File: src/rtl/u16to32_pkg.sv
// Package for the UTF-16 to UTF-32 converter: code constants, the result
// record type and the byte-swap helper.
// No dependencies.
package u16to32_pkg;

	localparam logic [5:0]  LeadTag   = 6'b110110;  // 0xd800 under mask 0xfc00
	localparam logic [5:0]  TrailTag  = 6'b110111;  // 0xdc00 under mask 0xfc00
	localparam logic [31:0] SuppBase  = 32'h0001_0000;
	localparam logic [31:0] ReplChar  = 32'h0000_fffd;
	localparam logic [31:0] MarkChar  = 32'h0000_feff;

	typedef struct packed {
		logic [31:0] word;
		logic        replaced;
		logic        run_end;
		logic        doc_end;
	} result_t;

	function automatic logic [31:0] swap32(input logic [31:0] v);
		return {v[7:0], v[15:8], v[23:16], v[31:24]};
	endfunction

endpackage

File: src/rtl/utf16_to_utf32_converter.sv
// UTF-16 to UTF-32 converter, top level.
// Depends on u16to32_pkg.
//
// Usage:
// Code units arrive on the input channel (in_valid, in_stall, code_unit,
// final_unit); 32-bit words leave on the output channel (out_valid,
// out_stall, out_word, replaced, run_end, doc_end). A transfer happens at
// a rising edge where valid is high and stall is low. The byte-order
// register is written through cfg_valid/cfg_ready/big_endian; the user
// must write it only while idle, the block itself does not enforce it.
// Each unit is held in one input register; short logic decodes it
// against the held lead surrogate and pushes zero, one or two results
// into a two-entry result buffer. The block takes one unit per cycle
// while each unit yields one word and the receiver does not stall; a unit
// that yields two words (the byte-order mark or a replaced lead followed
// by the unit itself) takes extra output port time, as the single output
// port sends one word at a time. When the receiver stalls, the buffer fills
// and in_stall rises; nothing is lost. Reset clears the buffer, the input
// register, the held lead, the mark flag and sets little-endian output.
module utf16_to_utf32_converter (
	input  logic        clk,
	input  logic        arst_n,
	input  logic        in_valid,
	output logic        in_stall,
	input  logic [15:0] code_unit,
	input  logic        final_unit,
	output logic        out_valid,
	input  logic        out_stall,
	output logic [31:0] out_word,
	output logic        replaced,
	output logic        run_end,
	output logic        doc_end,
	input  logic        cfg_valid,
	output logic        cfg_ready,
	input  logic        big_endian
);
	import u16to32_pkg::*;

	logic        valid_s1;
	logic [15:0] unit_s1;
	logic        fin_s1;

	logic        big_endian_q;
	logic        lead_pending_q;
	logic [9:0]  lead_bits_q;
	logic        mark_sent_q;

	result_t     buf_q [2];
	logic        rd_ptr_q;
	logic        wr_ptr_q;
	logic [1:0]  count_q;

	logic        is_lead, is_trail, pair;
	logic        pre_valid, main_valid;
	logic [1:0]  n_res;
	result_t     pre_res, main_res, r0, r1;
	logic [31:0] pre_cp, main_cp;
	logic        main_repl;
	logic        pop, room, advance, accept;

	assign cfg_ready = 1'b1;

	// Decode of the unit held in the input register.
	always_comb begin
		is_lead    = (unit_s1[15:10] == LeadTag);
		is_trail   = (unit_s1[15:10] == TrailTag);
		pair       = lead_pending_q && is_trail;
		pre_valid  = !mark_sent_q || (lead_pending_q && !is_trail);
		main_valid = pair || !is_lead || fin_s1;
		pre_cp     = mark_sent_q ? ReplChar : MarkChar;
		if (pair) begin
			main_cp   = SuppBase + {12'd0, lead_bits_q, unit_s1[9:0]};
			main_repl = 1'b0;
		end else if (is_lead || is_trail) begin
			main_cp   = ReplChar;
			main_repl = 1'b1;
		end else begin
			main_cp   = {16'd0, unit_s1};
			main_repl = 1'b0;
		end
		pre_res.word      = big_endian_q ? swap32(pre_cp) : pre_cp;
		pre_res.replaced  = mark_sent_q;
		pre_res.run_end   = !main_valid;
		pre_res.doc_end   = fin_s1 && !main_valid;
		main_res.word     = big_endian_q ? swap32(main_cp) : main_cp;
		main_res.replaced = main_repl;
		main_res.run_end  = 1'b1;
		main_res.doc_end  = fin_s1;
		r0    = pre_valid ? pre_res : main_res;
		r1    = main_res;
		n_res = {1'b0, pre_valid} + {1'b0, main_valid};
	end

	assign pop = out_valid && !out_stall;

	// Buffer space, counting the entry that leaves this cycle.
	always_comb begin
		case (n_res)
			2'd0:    room = 1'b1;
			2'd1:    room = (count_q != 2'd2) || pop;
			default: room = (count_q == 2'd0) || ((count_q == 2'd1) && pop);
		endcase
	end

	assign advance  = valid_s1 && room;
	assign in_stall = valid_s1 && !room;
	assign accept   = in_valid && !in_stall;

	always_ff @(posedge clk or negedge arst_n) begin
		if (!arst_n) begin
			valid_s1 <= 1'b0;
		end else if (accept) begin
			valid_s1 <= 1'b1;
		end else if (advance) begin
			valid_s1 <= 1'b0;
		end
	end

	always_ff @(posedge clk) begin
		if (accept) begin
			unit_s1 <= code_unit;
			fin_s1  <= final_unit;
		end
	end

	always_ff @(posedge clk or negedge arst_n) begin
		if (!arst_n) begin
			big_endian_q <= 1'b0;
		end else if (cfg_valid && cfg_ready) begin
			big_endian_q <= big_endian;
		end
	end

	// Document state moves when the held unit is consumed.
	always_ff @(posedge clk or negedge arst_n) begin
		if (!arst_n) begin
			lead_pending_q <= 1'b0;
			lead_bits_q    <= '0;
			mark_sent_q    <= 1'b0;
		end else if (advance) begin
			if (fin_s1) begin
				lead_pending_q <= 1'b0;
				lead_bits_q    <= '0;
				mark_sent_q    <= 1'b0;
			end else begin
				lead_pending_q <= is_lead;
				lead_bits_q    <= is_lead ? unit_s1[9:0] : 10'd0;
				mark_sent_q    <= 1'b1;
			end
		end
	end

	always_ff @(posedge clk) begin
		if (advance && (n_res != 2'd0)) begin
			buf_q[wr_ptr_q] <= r0;
		end
		if (advance && (n_res == 2'd2)) begin
			buf_q[~wr_ptr_q] <= r1;
		end
	end

	always_ff @(posedge clk or negedge arst_n) begin
		if (!arst_n) begin
			rd_ptr_q <= 1'b0;
			wr_ptr_q <= 1'b0;
			count_q  <= 2'd0;
		end else begin
			if (pop) begin
				rd_ptr_q <= ~rd_ptr_q;
			end
			if (advance) begin
				wr_ptr_q <= wr_ptr_q ^ n_res[0];
				count_q  <= count_q + n_res - {1'b0, pop};
			end else begin
				count_q  <= count_q - {1'b0, pop};
			end
		end
	end

	assign out_valid = (count_q != 2'd0);
	assign out_word  = buf_q[rd_ptr_q].word;
	assign replaced  = buf_q[rd_ptr_q].replaced;
	assign run_end   = buf_q[rd_ptr_q].run_end;
	assign doc_end   = buf_q[rd_ptr_q].doc_end;

	a_count_bound: assert property (@(posedge clk) disable iff (!arst_n)
		count_q != 2'd3)
		else $error("result buffer count out of range");

	a_two_fit: assert property (@(posedge clk) disable iff (!arst_n)
		advance && (n_res == 2'd2) |-> (count_q == 2'd0) || ((count_q == 2'd1) && pop))
		else $error("two results pushed without room");

	a_lead_after_mark: assert property (@(posedge clk) disable iff (!arst_n)
		lead_pending_q |-> mark_sent_q)
		else $error("lead held before the mark was sent");

	a_doc_reset: assert property (@(posedge clk) disable iff (!arst_n)
		advance && fin_s1 |=> !lead_pending_q && !mark_sent_q)
		else $error("document state not cleared after the final unit");

	a_stall_held: assert property (@(posedge clk) disable iff (!arst_n)
		in_stall |-> valid_s1 && (n_res != 2'd0))
		else $error("input stalled with nothing to push");

endmodule

File: config.mk
export PLATFORM = sky130hd
export DESIGN_NAME = utf16_to_utf32_converter
export DESIGN_NICKNAME = d
export VERILOG_FILES = /design/src/rtl/u16to32_pkg.sv /design/src/rtl/utf16_to_utf32_converter.sv
export SDC_FILE = /design/constraint.sdc
export NUM_CORES = 1
export LEC_CHECK = 0
export BUFFER_PORTS_ARGS = -buffer_cell sky130_fd_sc_hd__clkbuf_2
export CAP_MARGIN = 30
export CORE_UTILIZATION = 50
export DETAILED_ROUTE_END_ITERATION = 7
export PLACE_DENSITY_LB_ADDON = 0.25
export SLEW_MARGIN = 20
export SYNTH_ARGS = -nofsm -noshare
export SYNTH_HDL_FRONTEND = slang
export SYNTH_SLANG_ARGS = --single-unit
File: constraint.sdc
create_clock -name clk -period 11.2 [get_ports clk]
set_input_delay 1.68 -clock clk [delete_from_list [all_inputs] [get_ports clk]]
set_output_delay 1.68 -clock clk [all_outputs]
set_load 0.01 [all_outputs]
==> impl_results.html, run 1 <==
<table>
<tr><th>Metric</th><th>Value</th></tr>
<tr><th colspan="2">Run status</th></tr>
<tr><td>Run status</td><td>finished, final reports clean</td></tr>
<tr><th colspan="2">Floorplanning</th></tr>
<tr><td>Die height</td><td>106.0 microns</td></tr>
<tr><td>Std-Cell Rows</td><td>37</td></tr>
<tr><td>Floorplan die area</td><td>approximately 0.011 sq mm</td></tr>
<tr><td>Chip width</td><td>between 100 and 150 microns</td></tr>
<tr><td>Count of pins on the block boundary</td><td>61</td></tr>
<tr><td>Initial Utilization</td><td>between 50% and 60%</td></tr>
<tr><td>Core region area</td><td>roughly 0.010 sq mm</td></tr>
<tr><th colspan="2">STA</th></tr>
<tr><td>Max Clock Skew</td><td>0.01675 ns</td></tr>
<tr><td>Max Fclk</td><td>between 0.15 and 0.2 GHz</td></tr>
<tr><td>Sum of negative setup slack</td><td>0 ns</td></tr>
<tr><td># setup viols final</td><td>0</td></tr>
<tr><td>Transition at the pin with the smallest max-transition slack</td><td>between 0.8 and 0.9 ns</td></tr>
<tr><td>Max-slew violation count</td><td>0</td></tr>
<tr><td>Post-route worst hold slack</td><td>around 0.48 ns</td></tr>
<tr><td>Final setup margin</td><td>roughly 6.1 ns</td></tr>
<tr><td>Relative slew slack</td><td>between 40% and 50%</td></tr>
<tr><td>Part of the cycle the worst path needs</td><td>45.80%</td></tr>
<tr><td>Hold Fails Final Rpt</td><td>0</td></tr>
<tr><td>RSZ-0062 raised after global routing</td><td>false</td></tr>
<tr><td>Post-layout min period</td><td>between 5 and 6 ns</td></tr>
<tr><th colspan="2">CTS</th></tr>
<tr><td>Htree depth</td><td>3</td></tr>
<tr><td>Root buf cell</td><td>clkbuf_8</td></tr>
<tr><td>Clock buffer count from CTS</td><td>9</td></tr>
<tr><td>Count of buffers added by post-CTS timing repair for setup</td><td>0</td></tr>
<tr><td>Max clock buf depth</td><td>2</td></tr>
<tr><td>Clock tree from TritonCTS</td><td>built</td></tr>
<tr><td>Number of hold buffers added after cts</td><td>0</td></tr>
<tr><td>Clk_lat worst skew</td><td>between 0.3 and 0.4 ns</td></tr>
<tr><td>CTS clock-pin slew for the worst setup and hold paths</td><td>0.10 ns</td></tr>
<tr><td>Post-cts repair resize count</td><td>0</td></tr>
<tr><td>Sinks on Clock Net</td><td>~110</td></tr>
<tr><th colspan="2">Synth</th></tr>
<tr><td>Synth Cell Area</td><td>between 0.005 and 0.006 sq mm</td></tr>
<tr><td>Distinct cell type count of the synthesized netlist</td><td>65</td></tr>
<tr><td>Number of nets in the synthesized netlist</td><td>about 470</td></tr>
<tr><td>Synthesized netlist cell count</td><td>approximately 440</td></tr>
<tr><td>Seq/Total Area, Yosys</td><td>a little under three fifths</td></tr>
<tr><td>Main synth FF type</td><td>edfxtp_1</td></tr>
<tr><td>Proportion of synthesized area in mux cells</td><td>8.057%</td></tr>
<tr><td>Post-Synth Simple-Gate Area</td><td>roughly 14%</td></tr>
<tr><td>Synth Area in Adders</td><td>around 1.6%</td></tr>
<tr><td>Flip-flop and latch count after synthesis</td><td>~110</td></tr>
<tr><td>Largest family of logic cells by synthesized area</td><td>simple AND/OR/NAND/NOR gates</td></tr>
<tr><td>Asr flop ratio synth</td><td>between 10% and 20%</td></tr>
<tr><td>Mean cell area of the mapped netlist</td><td>between 10 and 15 sq um</td></tr>
<tr><td>Yosys warns</td><td>0</td></tr>
<tr><td>Number of synthesized flops with an enable pin</td><td>85</td></tr>
<tr><td>XOR/XNOR share of the synthesized area</td><td>roughly 1.1%</td></tr>
<tr><td>Area fraction in compound gates after synthesis</td><td>approximately 14%</td></tr>
<tr><th colspan="2">Worst hold path</th></tr>
<tr><td>Type of the tightest min-delay check</td><td>reg -&gt; reg</td></tr>
<tr><td>Destination of the worst hold path</td><td>lead_bits_q[3]</td></tr>
<tr><td>Min-Delay Startpoint</td><td>lead_bits_q[3]</td></tr>
<tr><td>Depth of the worst hold-timing path</td><td>2</td></tr>
<tr><th colspan="2">Run</th></tr>
<tr><td>Max-cap violations</td><td>0</td></tr>
<tr><th colspan="2">Setup path</th></tr>
<tr><td>Minimum setup slack among reg-to-reg paths</td><td>about 7 ns</td></tr>
<tr><td>Required time of the critical path</td><td>9.52 ns</td></tr>
<tr><td>Critical Path, Cell by Cell</td><td>and4b_1, nand2_1, or3_1, inv_1, ha_1, nor3b_2, o21ai_2, nand2_1, and2_1, clkbuf_2</td></tr>
<tr><td>Arrival time worst endpoint</td><td>between 3 and 4 ns</td></tr>
<tr><td>Crit path launch type</td><td>flip-flop</td></tr>
<tr><td>Crit path max-delay cell type</td><td>and4b_1</td></tr>
<tr><td>Slowest stage delay, CP</td><td>just over 0.5 ns</td></tr>
<tr><td>Logic depth of the worst register-to-register path</td><td>11</td></tr>
<tr><td>Worst setup EP type</td><td>output pin</td></tr>
<tr><td>Cell repeated most along the worst path</td><td>nand2_1</td></tr>
<tr><td>Startpoint-to-endpoint class of the critical path</td><td>reg -&gt; out</td></tr>
<tr><td>Capturing point of the worst reg2reg path</td><td>buf_q[1][2]</td></tr>
<tr><td>Largest fanout of any net on the critical path</td><td>11</td></tr>
<tr><td>Worst R2R Start</td><td>unit_s1[13]</td></tr>
<tr><th colspan="2">Cells and area</th></tr>
<tr><td>Share of layout cells above drive strength 1</td><td>approximately 30%</td></tr>
<tr><td>Summed area of non-filler cells in the final layout</td><td>0.005926 sq mm</td></tr>
<tr><td>Antenna diodes</td><td>0</td></tr>
<tr><td>Fillcell total</td><td>roughly 900</td></tr>
<tr><td>Multi-input logic area</td><td>0.002128 sq mm</td></tr>
<tr><td>Final net count</td><td>518</td></tr>
<tr><td>Post-route core utilization</td><td>approximately 57%</td></tr>
<tr><td>Area growth from synthesis to final layout</td><td>9.655%</td></tr>
<tr><td>Final cell count without fillers</td><td>629</td></tr>
<tr><td>Area used by sequential logic in the layout</td><td>between 0.003 and 0.004 sq mm</td></tr>
<tr><th colspan="2">Placement</th></tr>
<tr><td>Post-DP HPWL</td><td>8694 microns</td></tr>
<tr><td>Port-buffer cells</td><td>59</td></tr>
<tr><td>Total placed instance area</td><td>~0.0057 sq mm</td></tr>
<tr><td>Last weighted congestion value of the routability-driven placer</td><td>approximately 0.91</td></tr>
<tr><td>DP Cell Count</td><td>613</td></tr>
<tr><td>DP Worst Slack</td><td>6.498 ns</td></tr>
<tr><th colspan="2">Route</th></tr>
<tr><td>Number of antenna-violating nets in the routed design</td><td>0</td></tr>
<tr><td>Total number of vias</td><td>around 3700</td></tr>
<tr><td>Routed wire length per instance</td><td>18.96 microns</td></tr>
<tr><td>Number of optimization iterations in the first detailed-route pass</td><td>7</td></tr>
<tr><td>Count of routing violations after the opening detailed-route iteration</td><td>between 300 and 400</td></tr>
<tr><td>Number of DRC violations after detailed routing</td><td>0</td></tr>
<tr><td>Sum of routed wire length over all layers</td><td>11930 microns</td></tr>
<tr><td>Via-per-instance ratio</td><td>roughly 6</td></tr>
<tr><th colspan="2">Global route</th></tr>
<tr><td>Total track usage</td><td>between 20% and 30%</td></tr>
<tr><td>Via count of the first global-routing pass</td><td>between 3000 and 4000</td></tr>
<tr><td>Initial antenna violation count</td><td>0</td></tr>
<tr><td>Largest net degree at the start of global routing</td><td>35</td></tr>
<tr><td>Global-route wire length before repair</td><td>18980 microns</td></tr>
<tr><td>Overflow after GRT</td><td>0</td></tr>
<tr><th colspan="2">Power and ir drop</th></tr>
<tr><td>Post-layout total power</td><td>about 1.9 mW</td></tr>
<tr><td>Static power due to leakage</td><td>roughly 2.3 nW</td></tr>
<tr><td>Maximum resistive drop on vdd</td><td>around 160 uV</td></tr>
<tr><td>Power Density</td><td>between 300 and 400 mW/mm^2</td></tr>
</table>
## placed cells by master, fill, tap and decap left out, types with 3 or more instances in the layout
| master | count |
|---|---|
| a211oi_1 | 3 |
| a21oi_1 | 16 |
| a31oi_1 | 4 |
| and2_1 | 10 |
| and3_1 | 7 |
| buf_4 | 5 |
| clkbuf_2 | 59 |
| clkbuf_8 | 10 |
| dfrtp_1 | 18 |
| edfxtp_1 | 85 |
| ha_1 | 7 |
| inv_1 | 12 |
| mux2_2 | 36 |
| mux2i_1 | 3 |
| nand2_1 | 38 |
| nand2_2 | 4 |
| nand2b_1 | 3 |
| nand3_1 | 27 |
| nand4_1 | 6 |
| nor2_1 | 19 |
| nor2b_1 | 5 |
| nor3_1 | 4 |
| o21a_1 | 29 |
| o21ai_0 | 10 |
| o22ai_1 | 4 |
| o32ai_1 | 8 |
| or2_2 | 4 |
| xnor2_1 | 4 |
| xor2_1 | 3 |
## registers in the layout, indices dropped and copies added (netlist names)
register,flops
mark_sent_q,1
lead_bits_q,10
wr_ptr_q,1
big_endian_q,1
rd_ptr_q,1
count_q,2
fin_s1,1
lead_pending_q,1
unit_s1,16
buf_q,70
valid_s1,1
## logic make-up after synthesis
| family | after synthesis |
|---|---|
| compound gates | 97 |
| xor+xnor | 7 |
| fa+ha+maj | 7 |
| buf+inv | 43 |
| flops | 105 |
| mux | 39 |
| other cells | 1 |
| simple gates | 143 |
## synthesized netlist by cell type, drive strengths merged (8+ instances only)
cell type	n	share of area (%)
and2	12	1.5
nor2	20	1.5
a21oi	17	1.8
o32ai	10	2.3
dfrtp	18	8.3
mux2	36	7.5
clkbuf	15	1.1
nand2	42	3.1
o21ai	13	1.3
inv	13	0.90
o21a	30	4.3
buf	14	2.3
edfxtp	85	47
and3	8	0.95
nand3	30	3.2
## power breakdown
group          switching, mW  total (mW)  internal (mW)
registers             0.0924       0.762          0.669
logic                  0.559       0.897          0.338
clock network          0.141       0.233         0.0919
## worst max-delay path by stage
stage / startpoint / to
after global routing: unit_s1[13] / in_stall
after CTS: unit_s1[13] / in_stall
final: unit_s1[13] / in_stall
after floorplan: out_stall / in_stall
after global placement: unit_s1[13] / in_stall
after detailed placement: unit_s1[13] / in_stall
## per-layer routing
layer | global-route usage [%] | vias to the layer above | routed length, microns | part of all wire, %
met5 | 0 | - | 0 | 0
met4 | 6.944 | 0 | 171 | 1.4
met3 | 3.740 | 17 | 749 | 6.3
met2 | 35.06 | 130 | 5626 | 47
met1 | 32.59 | 1784 | 5378 | 45
li1 | - | 1742 | - | -
## area by class of cell
cell class	instances	area share [%]
inverters	14	0.8868
repair buffers	64	5.617
well taps	136	2.872
clock buffers	10	2.323
clock inverters	6	1.035
multi-input cells	294	35.92
flip-flops and latches	105	51.35
## critical path, delay by kind of cell (launching register included)
kind                       cells  cell delay [ns]
AOI/OAI and AO/OA              1             0.39
adders and majority gates      1             0.36
buffers and inverters          2             0.43
DFF                            1             0.41
and+or+nand+nor                6             1.46
Power figures use the tool's default switching activity.
==> run 2: changes to the inputs <==
Settings changed: ABC_AREA from default to 1.
Clock period 11.2 ns to 4.6 ns, I/O delays scaled along.
==> impl_results.html, run 2 <==
<table>
<tr><th>Metric</th><th>Value</th></tr>
<tr><th colspan="2">Global route</th></tr>
<tr><td>Total track usage</td><td>between 20% and 30%</td></tr>
<tr><td>Overflow after GRT</td><td>0</td></tr>
<tr><td>Initial antenna violation count</td><td>0</td></tr>
<tr><td>Global-route wire length before repair</td><td>20210 microns</td></tr>
<tr><td>Largest net degree at the start of global routing</td><td>37</td></tr>
<tr><td>Via count of the first global-routing pass</td><td>between 4000 and 5000</td></tr>
<tr><th colspan="2">STA</th></tr>
<tr><td>Hold Fails Final Rpt</td><td>0</td></tr>
<tr><td>RSZ-0062 raised after global routing</td><td>false</td></tr>
<tr><td>Transition at the pin with the smallest max-transition slack</td><td>around 0.68 ns</td></tr>
<tr><td>Max Clock Skew</td><td>between 0.007 and 0.008 ns</td></tr>
<tr><td># setup viols final</td><td>0</td></tr>
<tr><td>Relative slew slack</td><td>a little over half</td></tr>
<tr><td>Post-layout min period</td><td>3.458 ns</td></tr>
<tr><td>Sum of negative setup slack</td><td>0 ns</td></tr>
<tr><td>Max-slew violation count</td><td>0</td></tr>
<tr><td>Part of the cycle the worst path needs</td><td>between 70 and 80%</td></tr>
<tr><td>Max Fclk</td><td>0.2892 GHz</td></tr>
<tr><th colspan="2">Setup path</th></tr>
<tr><td>Capture point of the worst path</td><td>buf_q[1][6]</td></tr>
<tr><td>Logic depth of the worst setup path including buffers</td><td>16</td></tr>
<tr><td>Sum of buffers and inverters on the critical path</td><td>6</td></tr>
<tr><td>Capturing point of the worst reg2reg path</td><td>buf_q[1][6]</td></tr>
<tr><td>Crit path max-delay cell type</td><td>edfxtp_1</td></tr>
<tr><td>Critical Path, Cell by Cell</td><td>nand2_1, inv_2, nand3_2, nand2_2, inv_2, nor2_8, inv_2, ha_1, nand2_1, nand3_1, nand3_1, buf_4, inv_1, nand3_1, nand2_1, buf_4</td></tr>
<tr><td>Worst setup EP type</td><td>flip-flop</td></tr>
<tr><td>Required time of the critical path</td><td>4.64 ns</td></tr>
<tr><td>Startpoint-to-endpoint class of the critical path</td><td>reg -&gt; reg</td></tr>
<tr><td>Worst R2R Start</td><td>unit_s1[11]</td></tr>
<tr><td>Minimum setup slack among reg-to-reg paths</td><td>between 1 and 1.5 ns</td></tr>
<tr><td>Arrival time worst endpoint</td><td>between 3 and 4 ns</td></tr>
<tr><td>Crit path launch type</td><td>flip-flop</td></tr>
<tr><td>Top cell family by delay on the critical path</td><td>simple AND/OR/NAND/NOR gates</td></tr>
<tr><td>Largest fanout of any net on the critical path</td><td>33</td></tr>
<tr><td>Slowest stage delay, CP</td><td>between 0.4 and 0.5 ns</td></tr>
<tr><td>Source of the critical timing path</td><td>unit_s1[11]</td></tr>
<tr><td>Logic depth of the worst register-to-register path</td><td>16</td></tr>
<tr><th colspan="2">Synth</th></tr>
<tr><td>Largest cells by area after synthesis</td><td>edfxtp_1 46%, nand2_1 23%, dfrtp_1 8.0%</td></tr>
<tr><td>XOR/XNOR share of the synthesized area</td><td>0.9390%</td></tr>
<tr><td>Area fraction in compound gates after synthesis</td><td>4.158%</td></tr>
<tr><td>Post-Synth Simple-Gate Area</td><td>33.47%</td></tr>
<tr><td>Synth Area in Adders</td><td>approximately 1.6%</td></tr>
<tr><td>Seq/Total Area, Yosys</td><td>between 50% and 60%</td></tr>
<tr><td>Synthesized netlist cell count</td><td>688</td></tr>
<tr><td>Most instantiated cells after synthesis</td><td>336 x nand2_1, 85 x edfxtp_1, 62 x nand3_1, 36 x nor2_1, 29 x inv_1</td></tr>
<tr><td>Number of synthesized flops with an enable pin</td><td>85</td></tr>
<tr><td>Mean cell area of the mapped netlist</td><td>8.135 sq um</td></tr>
<tr><td>Biggest area consumer among synthesized cells</td><td>edfxtp_1</td></tr>
<tr><td>Main synth FF type</td><td>edfxtp_1</td></tr>
<tr><td>Distinct cell type count of the synthesized netlist</td><td>31</td></tr>
<tr><td>Yosys warns</td><td>0</td></tr>
<tr><td>Count leader, synth</td><td>nand2_1</td></tr>
<tr><td>Synth Cell Area</td><td>around 0.0056 sq mm</td></tr>
<tr><td>Yosys top cell area share</td><td>a little under half</td></tr>
<tr><td>Flip-flop and latch count after synthesis</td><td>105</td></tr>
<tr><td>Largest family of logic cells by synthesized area</td><td>simple AND/OR/NAND/NOR gates</td></tr>
<tr><td>Number of nets in the synthesized netlist</td><td>718</td></tr>
<tr><td>Asr flop ratio synth</td><td>~17%</td></tr>
<tr><td>Proportion of synthesized area in mux cells</td><td>0%</td></tr>
<tr><th colspan="2">CTS</th></tr>
<tr><td>Clock tree from TritonCTS</td><td>built</td></tr>
<tr><td>CTS clock-pin slew for the worst setup and hold paths</td><td>about 0.090 ns</td></tr>
<tr><td>Sinks on Clock Net</td><td>roughly 110</td></tr>
<tr><td>Post-cts repair resize count</td><td>0</td></tr>
<tr><td>Root buf cell</td><td>clkbuf_8</td></tr>
<tr><td>Clk_lat worst skew</td><td>0.37 ns</td></tr>
<tr><td>Number of hold buffers added after cts</td><td>0</td></tr>
<tr><td>Count of buffers added by post-CTS timing repair for setup</td><td>0</td></tr>
<tr><td>Max clock buf depth</td><td>2</td></tr>
<tr><td>Htree depth</td><td>3</td></tr>
<tr><td>Clock buffer count from CTS</td><td>9</td></tr>
<tr><th colspan="2">Placement</th></tr>
<tr><td>Last weighted congestion value of the routability-driven placer</td><td>0.9022</td></tr>
<tr><td>Post-DP HPWL</td><td>8606 microns</td></tr>
<tr><td>DP Cell Count</td><td>between 800 and 900</td></tr>
<tr><td>Total placed instance area</td><td>between 0.006 and 0.007 sq mm</td></tr>
<tr><td>Port-buffer cells</td><td>59</td></tr>
<tr><th colspan="2">Power and ir drop</th></tr>
<tr><td>Static power due to leakage</td><td>2.974 nW</td></tr>
<tr><td>Power Density</td><td>716.5 mW/mm^2</td></tr>
<tr><td>Post-layout total power</td><td>4.444 mW</td></tr>
<tr><td>Maximum resistive drop on vdd</td><td>between 400 and 500 uV</td></tr>
<tr><th colspan="2">Cells and area</th></tr>
<tr><td>Area used by sequential logic in the layout</td><td>0.003043 sq mm</td></tr>
<tr><td>Summed area of non-filler cells in the final layout</td><td>a little over 0.006 sq mm</td></tr>
<tr><td>Number of flip-flops under the largest register name</td><td>70</td></tr>
<tr><td>Post-route core utilization</td><td>56.98%</td></tr>
<tr><td>Fillcell total</td><td>~1000</td></tr>
<tr><td>Share of layout cells above drive strength 1</td><td>around 14%</td></tr>
<tr><td>Final net count</td><td>768</td></tr>
<tr><td>Leading cell types in the layout, fill and taps excluded</td><td>336 x nand2_1, 85 x edfxtp_1, 62 x nand3_1, 59 x clkbuf_2, 36 x nor2_1</td></tr>
<tr><td>Registers with the highest flip-flop counts</td><td>buf_q x70, unit_s1 x16, lead_bits_q x10</td></tr>
<tr><td>Area growth from synthesis to final layout</td><td>10.84%</td></tr>
<tr><td>Largest register by flop count</td><td>buf_q</td></tr>
<tr><td>Final cell count without fillers</td><td>roughly 880</td></tr>
<tr><td>Multi-input logic area</td><td>approximately 0.0022 sq mm</td></tr>
<tr><td>Antenna diodes</td><td>0</td></tr>
<tr><td>Leading cell type in the layout, fill and taps excluded</td><td>nand2_1</td></tr>
<tr><th colspan="2">Route</th></tr>
<tr><td>Number of optimization iterations in the first detailed-route pass</td><td>6</td></tr>
<tr><td>Sum of routed wire length over all layers</td><td>12280 microns</td></tr>
<tr><td>Number of DRC violations after detailed routing</td><td>0</td></tr>
<tr><td>Routed wire length per instance</td><td>about 14 microns</td></tr>
<tr><td>Number of antenna-violating nets in the routed design</td><td>0</td></tr>
<tr><td>Total number of vias</td><td>4608</td></tr>
<tr><td>Count of routing violations after the opening detailed-route iteration</td><td>between 400 and 500</td></tr>
<tr><td>Via-per-instance ratio</td><td>around 5.2</td></tr>
<tr><th colspan="2">Floorplanning</th></tr>
<tr><td>Floorplan die area</td><td>0.01162 sq mm</td></tr>
<tr><td>Initial Utilization</td><td>between 50% and 60%</td></tr>
<tr><td>Count of pins on the block boundary</td><td>slightly above 60</td></tr>
<tr><td>Std-Cell Rows</td><td>38</td></tr>
<tr><td>Die height</td><td>about 110 microns</td></tr>
<tr><td>Core region area</td><td>0.01089 sq mm</td></tr>
<tr><td>Chip width</td><td>between 100 and 150 microns</td></tr>
<tr><th colspan="2">Run</th></tr>
<tr><td>Max-cap violations</td><td>0</td></tr>
<tr><th colspan="2">Worst hold path</th></tr>
<tr><td>Type of the tightest min-delay check</td><td>in -&gt; async</td></tr>
<tr><th colspan="2">Run status</th></tr>
<tr><td>Run status</td><td>finished, final reports clean</td></tr>
</table>
==> run 2: changes by cell type after synthesis, moves of 5 or more <==
cell,delta
a21oi_1,+7
and2_1,-10
and3_1,-7
buf_2,+10
inv_1,+17
inv_2,+5
mux2_2,-36
nand2_1,+298
nand3_1,+35
nor2_1,+17
nor2b_1,-5
o21a_1,-29
o32ai_1,-8
==> run 2: kinds of logic (layout without fill, tap and decap cells) <==
kind of cell / Yosys count / in the layout
DFF: 105 / 105
buffers and inverters: 70 / 125
xor gates and xnor gates: 6 / 6
and+or+nand+nor: 455 / 455
AOI/OAI and AO/OA: 44 / 44
adders and majority gates: 7 / 7
other: 1 / 1
==> run 2: stage by stage <==
| step | setup slack (ns) | hold WS (ns) |
|---|---|---|
| finish | 1.142 | 0.2575 |
| global route | 0.8845 | 0.2962 |
| CTS | 1.121 | 0.2786 |
| detailed placement | 1.146 | 0.4609 |
| global placement | 1.309 | 0.4675 |
| floorplan | 1.478 | 0.3944 |
==> run 2: layout make-up <==
class                           count  share of cell area (%)
Multi-Input combinational cell    513                   36.26
Inverter                           36                   2.178
Sequential cell                   105                   49.05
Timing Repair Buffer               73                   6.454
Clock buffer                       14                   2.622
Tap cell                          140                   2.824
Clock inverter                      2                  0.6051
==> run 2: power by group <==
group | internal [mW] | switching (mW) | leakage, nW | total [mW]
registers | 1.64 | 0.140 | 1.07 | 1.78
clock network | 0.283 | 0.301 | 0.0969 | 0.583
logic | 0.630 | 1.45 | 1.80 | 2.08
==> run 2: worst min-delay path by stage <==
stage                        start              to  slack (ns)  depth (start not counted)
floorplan                   arst_n    big_endian_q        0.39                          0
global placement    lead_bits_q[3]  lead_bits_q[3]        0.47                          2
detailed placement     buf_q[1][1]     buf_q[1][1]        0.46                          2
CTS                         arst_n  lead_bits_q[2]        0.28                          1
global route                arst_n  lead_bits_q[5]        0.30                          1
finish                      arst_n      count_q[1]        0.26                          1
==> run 2: per-layer routing <==
| layer | global-route usage (%) | routed length [microns] | part of all wire, % |
|---|---|---|---|
| met5 | 0 | 0 | 0 |
| met4 | 9.883 | 274 | 2.2 |
| met3 | 2.240 | 751 | 6.1 |
| met2 | 35.85 | 5667 | 46 |
| met1 | 32.56 | 5583 | 45 |
